===== src/ame_pkg.sv =====
// Shared types, codes and sizing constants for the accumulator machine execute unit.
`timescale 1ns / 1ps

package ame_pkg;

  // Number of data words in the machine (16 to 128).
  localparam int DATA_WORDS = 128;
  // Index width of the data memory.
  localparam int MEM_AW = $clog2(DATA_WORDS);
  // Width of the allocation count, which must be able to hold DATA_WORDS.
  localparam int WD_W = $clog2(DATA_WORDS + 1);

  // Instruction codes.
  localparam logic [3:0] OP_DECLARE  = 4'd0;
  localparam logic [3:0] OP_LOAD     = 4'd1;
  localparam logic [3:0] OP_LOADIMM  = 4'd2;
  localparam logic [3:0] OP_STORE    = 4'd3;
  localparam logic [3:0] OP_EXCHANGE = 4'd4;
  localparam logic [3:0] OP_JUMP     = 4'd5;
  localparam logic [3:0] OP_JUMPZERO = 4'd6;
  localparam logic [3:0] OP_ADD      = 4'd7;
  localparam logic [3:0] OP_SUB      = 4'd8;
  localparam logic [3:0] OP_HALT     = 4'd9;
  localparam logic [3:0] OP_RESET    = 4'd10;

  // Fault codes.
  localparam logic [2:0] FAULT_OK         = 3'd0;
  localparam logic [2:0] FAULT_FULL       = 3'd1;
  localparam logic [2:0] FAULT_UNDECLARED = 3'd2;
  localparam logic [2:0] FAULT_JUMP       = 3'd3;
  localparam logic [2:0] FAULT_OVERFLOW   = 3'd4;

  // Program counter value of a halted machine, and the first illegal jump target.
  localparam logic [7:0] HALT_PC    = 8'd128;
  localparam logic [7:0] JUMP_LIMIT = 8'd128;

  typedef struct packed {
    logic        [3:0]  func;
    logic        [6:0]  data_address;
    logic signed [15:0] immediate;
    logic        [7:0]  jump_target;
  } in_item_t;

  typedef struct packed {
    logic signed [15:0] acc_value;
    logic signed [15:0] second_value;
    logic               zero_flag;
    logic        [7:0]  prog_counter;
    logic        [6:0]  new_address;
    logic        [2:0]  fault;
  } out_item_t;

  // One write into the data memory.
  typedef struct packed {
    logic              en;
    logic [MEM_AW-1:0] addr;
    logic [15:0]       data;
  } mem_wr_t;

endpackage


===== src/ame_dmem.sv =====
// Data word memory with registered read and same-edge write bypass.
`timescale 1ns / 1ps

module ame_dmem (
  input  logic                       clk,
  input  logic                       rst_n,
  input  logic                       rd_en,
  input  logic [ame_pkg::MEM_AW-1:0] rd_addr,
  input  ame_pkg::mem_wr_t           wr,
  output logic [15:0]                rd_data
);

  logic [15:0] mem [ame_pkg::DATA_WORDS];
  logic [15:0] rd_q_r;
  logic [15:0] byp_data_r;
  logic        byp_r;

  always_ff @(posedge clk) begin
    if (wr.en) begin
      mem[wr.addr] <= wr.data;
    end
    if (rd_en) begin
      rd_q_r     <= mem[rd_addr];
      byp_data_r <= wr.data;
    end
  end

  // A read that meets a write to the same word at the same edge sees the new data.
  always_ff @(posedge clk) begin
    if (!rst_n) begin
      byp_r <= 1'b0;
    end else if (rd_en) begin
      byp_r <= wr.en && (wr.addr == rd_addr);
    end
  end

  assign rd_data = byp_r ? byp_data_r : rd_q_r;

endmodule


===== src/accumulator_machine_execute.sv =====
// Top level of the accumulator machine execute unit.
// Usage:
// One instruction enters per input transfer on in_valid / in_stall / in_data and
// produces exactly one result transfer on out_valid / out_stall / out_data that
// shows registers A and B, the zero bit, the program counter, the address given
// out by a declare and a fault code, all as they stand after the instruction.
// An instruction passes the capture stage, which takes it and reads the data
// memory, then the execute step, which runs it against the machine state and
// loads the result register. Throughput is one instruction per cycle while
// out_stall is low, set by the single data memory port and the 16-bit add in the
// execute step; a new instruction is taken while the previous result still waits.
// When the receiver holds out_stall, the result register keeps its transfer, the
// captured instruction waits, and in_stall rises once that stage is occupied.
// Reset (rst_n low, synchronous) clears A, B, the zero bit, the program counter,
// the allocation count and both pipeline stages. Data words are not swept: a word
// can only be read after a declare has cleared it, so no clearing pass is needed.
// The reset instruction returns A, B, the zero bit, the program counter and the allocation count to the same state.
`timescale 1ns / 1ps

module accumulator_machine_execute (
  input  logic               clk,
  input  logic               rst_n,
  input  logic               in_valid,
  output logic               in_stall,
  input  ame_pkg::in_item_t  in_data,
  output logic               out_valid,
  input  logic               out_stall,
  output ame_pkg::out_item_t out_data
);

  // Capture stage: holds an instruction whose memory read is under way.
  logic               s1_valid_r;
  ame_pkg::in_item_t  s1_item_r;

  // Result stage.
  logic               out_valid_r;
  ame_pkg::out_item_t out_item_r;

  // Architectural machine state.
  logic [15:0]               acc_r;
  logic [15:0]               sec_r;
  logic                      zero_r;
  logic [7:0]                pc_r;
  logic [ame_pkg::WD_W-1:0]  wd_r;

  logic [15:0]               acc_nxt;
  logic [15:0]               sec_nxt;
  logic                      zero_nxt;
  logic [7:0]                pc_nxt;
  logic [ame_pkg::WD_W-1:0]  wd_nxt;
  ame_pkg::out_item_t        out_item_nxt;

  logic                      in_accept;
  logic                      advance;
  logic [15:0]               rd_data;
  ame_pkg::mem_wr_t          mem_wr;

  // The captured instruction executes whenever the result register is free or
  // its transfer completes at this edge.
  assign advance   = s1_valid_r && (!out_valid_r || !out_stall);
  assign in_stall  = s1_valid_r && !advance;
  assign in_accept = in_valid && !in_stall;

  assign out_valid = out_valid_r;
  assign out_data  = out_item_r;

  ame_dmem u_dmem (
    .clk     (clk),
    .rst_n   (rst_n),
    .rd_en   (in_accept),
    .rd_addr (in_data.data_address[ame_pkg::MEM_AW-1:0]),
    .wr      (mem_wr),
    .rd_data (rd_data)
  );

  // Execute step. Every path is a compare, a 16-bit add or subtract, and a mux.
  always_comb begin
    logic        addr_ok;
    logic        decl_ok;
    logic [16:0] sum;
    logic        ovf;
    logic [2:0]  fault;
    logic [6:0]  new_addr;

    addr_ok  = {1'b0, s1_item_r.data_address} < 8'(wd_r);
    decl_ok  = wd_r < ame_pkg::WD_W'(ame_pkg::DATA_WORDS);
    sum      = (s1_item_r.func == ame_pkg::OP_SUB)
             ? {acc_r[15], acc_r} - {sec_r[15], sec_r}
             : {acc_r[15], acc_r} + {sec_r[15], sec_r};
    ovf      = sum[16] != sum[15];
    fault    = ame_pkg::FAULT_OK;
    new_addr = 7'd0;

    acc_nxt  = acc_r;
    sec_nxt  = sec_r;
    zero_nxt = zero_r;
    pc_nxt   = pc_r;
    wd_nxt   = wd_r;
    mem_wr   = '{en: 1'b0, addr: s1_item_r.data_address[ame_pkg::MEM_AW-1:0],
                 data: acc_r};

    case (s1_item_r.func)
      ame_pkg::OP_DECLARE: begin
        if (decl_ok) begin
          // The new word is cleared as it is handed out.
          new_addr    = 7'(wd_r);
          mem_wr.en   = 1'b1;
          mem_wr.addr = wd_r[ame_pkg::MEM_AW-1:0];
          mem_wr.data = 16'd0;
          wd_nxt      = wd_r + 1'b1;
        end else begin
          fault = ame_pkg::FAULT_FULL;
        end
      end
      ame_pkg::OP_LOAD: begin
        if (addr_ok) begin
          acc_nxt = rd_data;
        end else begin
          fault = ame_pkg::FAULT_UNDECLARED;
        end
      end
      ame_pkg::OP_LOADIMM: begin
        acc_nxt = s1_item_r.immediate;
      end
      ame_pkg::OP_STORE: begin
        if (addr_ok) begin
          mem_wr.en = 1'b1;
        end else begin
          fault = ame_pkg::FAULT_UNDECLARED;
        end
      end
      ame_pkg::OP_EXCHANGE: begin
        acc_nxt = sec_r;
        sec_nxt = acc_r;
      end
      ame_pkg::OP_JUMP, ame_pkg::OP_JUMPZERO: begin
        if (s1_item_r.func == ame_pkg::OP_JUMPZERO && !zero_r) begin
          pc_nxt = pc_r + 8'd1;
        end else if (s1_item_r.jump_target < ame_pkg::JUMP_LIMIT) begin
          pc_nxt = s1_item_r.jump_target;
        end else begin
          fault = ame_pkg::FAULT_JUMP;
        end
      end
      ame_pkg::OP_ADD, ame_pkg::OP_SUB: begin
        if (ovf) begin
          fault = ame_pkg::FAULT_OVERFLOW;
        end else begin
          acc_nxt  = sum[15:0];
          zero_nxt = sum[15:0] == 16'd0;
        end
      end
      ame_pkg::OP_HALT: begin
        pc_nxt = ame_pkg::HALT_PC;
      end
      ame_pkg::OP_RESET: begin
        // Words beyond the count become unreadable, so the memory is left alone.
        acc_nxt  = 16'd0;
        sec_nxt  = 16'd0;
        zero_nxt = 1'b0;
        pc_nxt   = 8'd0;
        wd_nxt   = '0;
      end
      default: begin
      end
    endcase

    // Nothing changes unless the instruction really executes this cycle.
    mem_wr.en = mem_wr.en && advance;

    out_item_nxt = '{acc_value: acc_nxt, second_value: sec_nxt, zero_flag: zero_nxt,
                     prog_counter: pc_nxt, new_address: new_addr, fault: fault};
  end

  // Capture stage.
  always_ff @(posedge clk) begin
    if (!rst_n) begin
      s1_valid_r <= 1'b0;
    end else if (in_accept) begin
      s1_valid_r <= 1'b1;
    end else if (advance) begin
      s1_valid_r <= 1'b0;
    end
  end

  always_ff @(posedge clk) begin
    if (in_accept) begin
      s1_item_r <= in_data;
    end
  end

  // Machine state and result stage.
  always_ff @(posedge clk) begin
    if (!rst_n) begin
      acc_r       <= 16'd0;
      sec_r       <= 16'd0;
      zero_r      <= 1'b0;
      pc_r        <= 8'd0;
      wd_r        <= '0;
      out_valid_r <= 1'b0;
    end else begin
      if (advance) begin
        acc_r       <= acc_nxt;
        sec_r       <= sec_nxt;
        zero_r      <= zero_nxt;
        pc_r        <= pc_nxt;
        wd_r        <= wd_nxt;
        out_valid_r <= 1'b1;
      end else if (!out_stall) begin
        out_valid_r <= 1'b0;
      end
    end
  end

  always_ff @(posedge clk) begin
    if (advance) begin
      out_item_r <= out_item_nxt;
    end
  end

`ifndef SYNTHESIS
  // The allocation count never passes the size of the memory.
  a_wd_bound: assert property (@(posedge clk) disable iff (!rst_n)
    wd_r <= ame_pkg::WD_W'(ame_pkg::DATA_WORDS))
    else $error("allocation count beyond memory size");

  // A held result must not be overwritten by the next instruction.
  a_no_overrun: assert property (@(posedge clk) disable iff (!rst_n)
    (out_valid_r && out_stall) |-> !advance)
    else $error("result overwritten while stalled");

  // A full-memory fault never reports an allocated address.
  a_full_addr: assert property (@(posedge clk) disable iff (!rst_n)
    (out_valid_r && out_item_r.fault == ame_pkg::FAULT_FULL) |->
      out_item_r.new_address == 7'd0)
    else $error("address reported with memory-full fault");

  // A successful declare bumps the allocation count by one.
  a_decl_count: assert property (@(posedge clk) disable iff (!rst_n)
    (advance && s1_item_r.func == ame_pkg::OP_DECLARE &&
     wd_r < ame_pkg::WD_W'(ame_pkg::DATA_WORDS)) |=> wd_r == $past(wd_r) + 1'b1)
    else $error("declare did not advance allocation count");
`endif

endmodule

===== config.mk =====
export PLATFORM = sky130hd
export DESIGN_NAME = accumulator_machine_execute
export DESIGN_NICKNAME = d
export VERILOG_FILES = /design/src/ame_pkg.sv /design/src/ame_dmem.sv /design/src/accumulator_machine_execute.sv
export SDC_FILE = /design/constraint.sdc
export NUM_CORES = 2
export LEC_CHECK = 0
export BUFFER_PORTS_ARGS = -buffer_cell sky130_fd_sc_hd__buf_2
export CAP_MARGIN = 20
export CORE_UTILIZATION = 50
export CTS_CLUSTER_DIAMETER = 50
export CTS_CLUSTER_SIZE = 40
export DETAILED_ROUTE_END_ITERATION = 10
export PLACE_DENSITY = 0.64
export SYNTH_ARGS = -nofsm -noshare
export SYNTH_HDL_FRONTEND = slang
export SYNTH_HIERARCHICAL = 1
export SYNTH_SLANG_ARGS = --single-unit

===== constraint.sdc =====
create_clock -name clk -period 8.2 [get_ports clk]
set_clock_uncertainty 0.05 [all_clocks]
set_input_delay 1.64 -clock clk [delete_from_list [all_inputs] [get_ports clk]]
set_output_delay 1.64 -clock clk [all_outputs]
set_load 0.005 [all_outputs]

==> flow_results.xml <==
<?xml version="1.0" encoding="UTF-8"?>
<metrics>
  <group name="synthesis">
    <metric name="number_of_register_bits_inferred_by_synthesis" unit="">2218</metric>
    <metric name="ys_types" unit="">79</metric>
    <metric name="fraction_of_synthesized_area_in_multiplexers" unit="">0.178</metric>
    <metric name="synth_enable_flop_cells" unit="">2166</metric>
    <metric name="post_synth_fa_ha_maj_area_fraction" unit="">0.00392</metric>
    <metric name="synth_compound_gate_area_share" unit="">0.0227</metric>
    <metric name="postSynthNetCount" unit="">4057</metric>
    <metric name="synth_async_sr_flop_share" unit="">0</metric>
    <metric name="synth_xor_area_frac" unit="">0.00466</metric>
    <metric name="synth-warning-count" unit="">6</metric>
    <metric name="summed_instance_area_of_the_synthesized_netlist" unit="µm²">87500</metric>
    <metric name="synth-main-ff-cell" unit="">edfxtp_1</metric>
    <metric name="synth_top_family_by_area" unit="">multiplexers</metric>
    <metric name="synth.yosys.seq_area_share" unit="">0.755</metric>
    <metric name="area_fraction_in_and_or_nand_and_nor_cells_after_synthesis" unit="">0.0233</metric>
    <metric name="postSynthAreaPerCell" unit="µm²">21.9</metric>
    <metric name="netlist_instances" unit="">3992</metric>
  </group>
  <group name="place">
    <metric name="post-place-cells" unit="">6380</metric>
    <metric name="gp_congestion" unit="">0.870</metric>
    <metric name="dp_hpwl" unit="µm">120000</metric>
    <metric name="portBuffers" unit="">91</metric>
    <metric name="postPlaceCellArea" unit="µm²">91800</metric>
  </group>
  <group name="floorplanning">
    <metric name="core_area" unit="µm²">174000</metric>
    <metric name="die_y_extent" unit="µm">420</metric>
    <metric name="std_cell_rows" unit="">153</metric>
    <metric name="dieWidth" unit="µm">420</metric>
    <metric name="floorplan.die_area" unit="µm²">177000</metric>
    <metric name="design.portCount" unit="">92</metric>
    <metric name="floorplan.initialDensity" unit="">0.503</metric>
  </group>
  <group name="detailed_routing">
    <metric name="residual_antenna_violating_net_count_after_detailed_routing" unit="">0</metric>
    <metric name="drc" unit="">0</metric>
    <metric name="detailedRoute.firstPassIterationCount" unit="">5</metric>
    <metric name="via_per_inst" unit="">6.25</metric>
    <metric name="dr_total_vias" unit="">41904</metric>
    <metric name="wirelength" unit="µm">210000</metric>
    <metric name="drt-wirelength-per-cell" unit="µm">31.4</metric>
    <metric name="detailedRoute.firstIterationViolations" unit="">5352</metric>
  </group>
  <group name="global_routing">
    <metric name="first_global_vias" unit="">40723</metric>
    <metric name="gr-usage-met3" unit="">0.0436</metric>
    <metric name="grt_antenna_before_repair" unit="">7</metric>
    <metric name="wire_length_of_the_first_global_routing_pass" unit="µm">300000</metric>
    <metric name="gr-usage-all-layers" unit="">0.241</metric>
    <metric name="use_met2" unit="">0.378</metric>
    <metric name="grt_start_max_net_pins" unit="">131</metric>
    <metric name="grt_util_met1" unit="">0.355</metric>
    <metric name="globalRoute.totalOverflow" unit="">0</metric>
    <metric name="gr-max-usage-layer" unit="">met2</metric>
  </group>
  <group name="critical_path">
    <metric name="critical_path.reg2reg.endpoint" unit="">out_data[43]</metric>
    <metric name="critPathMaxFanout" unit="">22</metric>
    <metric name="reg2reg_slack" unit="ns">2.64</metric>
    <metric name="worstSetupStartpointType" unit="">register</metric>
    <metric name="crit_type" unit="">reg2reg</metric>
    <metric name="worstSetupEndpointType" unit="">register</metric>
    <metric name="ff2ff_path_depth" unit="">15</metric>
    <metric name="crit_path_end" unit="">out_data[43]</metric>
    <metric name="crit_path_start" unit="">s1_item_r[34]</metric>
    <metric name="arrival_time_of_data_at_the_critical_path_endpoint" unit="ns">6.14</metric>
    <metric name="critical_path_required" unit="ns">8.78</metric>
    <metric name="r2r-start" unit="">s1_item_r[34]</metric>
  </group>
  <group name="clock_network">
    <metric name="postCtsSetupBuffers" unit="">0</metric>
    <metric name="postCtsHoldBufs" unit="">0</metric>
    <metric name="cts.reportedPaths.clkPinSlew" unit="ns">0.07</metric>
    <metric name="clockBufferDepth" unit="">3</metric>
    <metric name="cts_num_sinks" unit="">2218</metric>
    <metric name="cts-resized-gates" unit="">0</metric>
    <metric name="cts_tree" unit="">done</metric>
    <metric name="cts-buffers-inserted" unit="">169</metric>
    <metric name="clock_latency_on_the_worst_skew_pair" unit="ns">0.84</metric>
    <metric name="htreeDepth" unit="">4</metric>
    <metric name="root_buffer" unit="">clkbuf_16</metric>
  </group>
  <group name="sta">
    <metric name="report.final.setup_viol" unit="">0</metric>
    <metric name="worst_slew_pin_slew" unit="ns">1.17</metric>
    <metric name="hold_slack" unit="ns">0.441</metric>
    <metric name="worst_slew_margin_rel" unit="">0.216</metric>
    <metric name="fin_crit_sh" unit="">0.678</metric>
    <metric name="hold_viol" unit="">0</metric>
    <metric name="maxClockFrequency" unit="MHz">180</metric>
    <metric name="grt_setup_unrepaired" unit="">no</metric>
    <metric name="timing_max_transition_violations_final" unit="">0</metric>
    <metric name="final.min_clock_period" unit="ns">5.56</metric>
    <metric name="fin_tns_setup" unit="ns">0</metric>
  </group>
  <group name="worst_hold_path">
    <metric name="hold_class" unit="">reg2reg</metric>
  </group>
  <group name="final_layout">
    <metric name="finalCoreUtilization" unit="">0.562</metric>
    <metric name="number_of_nets_at_the_end_of_the_flow" unit="">4292</metric>
    <metric name="finish.cell_count_without_fillers" unit="">6701</metric>
    <metric name="fin_area" unit="µm²">97700</metric>
    <metric name="post_route_cells_drive_above_1_share" unit="">0.307</metric>
    <metric name="areaGrowthSynthToFinish" unit="%">11.7</metric>
  </group>
  <group name="power">
    <metric name="power.static_leakage" unit="nW">32.8</metric>
    <metric name="vdd.ir_drop.worst" unit="V">0.000218</metric>
    <metric name="power.density" unit="nW/µm²">235</metric>
  </group>
  <group name="status">
    <metric name="outcome" unit="">finished clean</metric>
  </group>
  <group name="run">
    <metric name="drv.max_cap_violation_count" unit="">0</metric>
  </group>
</metrics>
## critical path, stage by stage, from the launching register on
cell	delay (ns)
edfxtp_1	0.76
buf_4	0.34
nor2b_1	0.29
nand2_1	0.33
o21ai_0	0.28
o21a_1	0.22
xor2_1	0.17
ha_1	0.31
and4_1	0.26
and2_1	0.19
a22oi_1	0.14
o21ai_0	0.10
a21oi_1	0.46
xor2_2	0.78
nand2_1	0.38
a211oi_1	0.32
## layer usage
layer	up-vias	wire, µm
li1	17311	-
met1	22480	86900
met2	1841	101000
met3	268	17400
met4	4	4460
met5	-	24
## power by group
group          internal (mW)  switching, mW  leakage, nW  total [mW]
Sequential              12.6         0.0603         22.1        12.6
Clock                   4.42           4.36         2.87        8.77
Combinational          0.560           1.00         7.81        1.56
## layout by cell type (no fill, tap or decap), drive strengths merged, types with 7 or more instances in the layout
cell type     n
o21ai        48
a221oi        9
nor2b        12
nor2        206
edfxtp     2166
clkinv       51
a31oi         7
inv         103
o31ai         7
a22o         17
bufinv        9
nor3         38
xnor2        28
buf         286
o22ai        14
o21a         20
dfxtp        52
mux4        672
a21boi       10
ha           25
a21oi        61
nand2b       16
clkbuf      187
a211oi        9
clkinvlp     12
nand2       100
mux2         32
nand4         9
nand3        22
and2         15
a21o         15
xor2         16
## registers in the layout (all words and copies together), names as in the netlist, 8 cells and up
name / count
pc_r: 8
u_dmem/rd_q_r: 16
sec_r: 16
s1_item_r: 35
acc_r: 16
out_data: 51
u_dmem/byp_data_r: 16
wd_r: 8
u_dmem/mem: 2048
## cell usage after synthesis, drive strengths merged (17+ instances only)
| cell | instances | area (µm²) |
|---|---|---|
| a21oi | 61 | 317 |
| a22o | 17 | 149 |
| buf | 75 | 384 |
| clkbuf | 147 | 552 |
| dfxtp | 52 | 1040 |
| edfxtp | 2166 | 65000 |
| ha | 25 | 313 |
| inv | 44 | 165 |
| mux2 | 32 | 360 |
| mux4 | 672 | 15100 |
| nand2 | 100 | 375 |
| nand3 | 22 | 115 |
| nor2 | 206 | 773 |
| nor3 | 38 | 195 |
| o21a | 20 | 150 |
| o21ai | 48 | 240 |
| xnor2 | 28 | 260 |
## how the worst min path moves through the flow
| stage | from | end | cells after the start | slack [ns] |
|---|---|---|---|---|
| floorplan | s1_valid_r | out_valid | 2 | 0.40 |
| global placement | s1_valid_r | out_valid | 2 | 0.41 |
| detailed placement | s1_valid_r | out_valid | 2 | 0.44 |
| CTS | s1_valid_r | out_valid | 2 | 0.44 |
| global route | s1_valid_r | out_valid | 2 | 0.48 |
| finish | s1_valid_r | out_valid | 2 | 0.44 |
## cell families (layout without fill, tap and decap cells)
group	count (synthesis)	after routing
compound gates	280	280
mux	709	709
xor+xnor	44	44
other cells	0	3
buf+inv	267	648
fa+ha+maj	27	27
flops	2218	2218
simple gates	447	447
## layout make-up
type                            count  area [µm²]
Clock buffer                      187        4400
Fill cell                       12755       76100
Inverter                           45         169
Clock inverter                    130        1570
Multi-Input combinational cell   1507       20500
Antenna cell                        3        7.51
Tap cell                         2325        2910
Sequential cell                  2218       66100
Timing Repair Buffer              286        2150
## stage by stage
step                power, mW  worst slack (ns)
floorplan                13.9              2.76
global placement         14.4              2.66
detailed placement       14.4              2.63
CTS                      23.1              2.72
global route             23.6              2.28
finish                   23.0              2.64
Power figures use the tool's default switching activity.
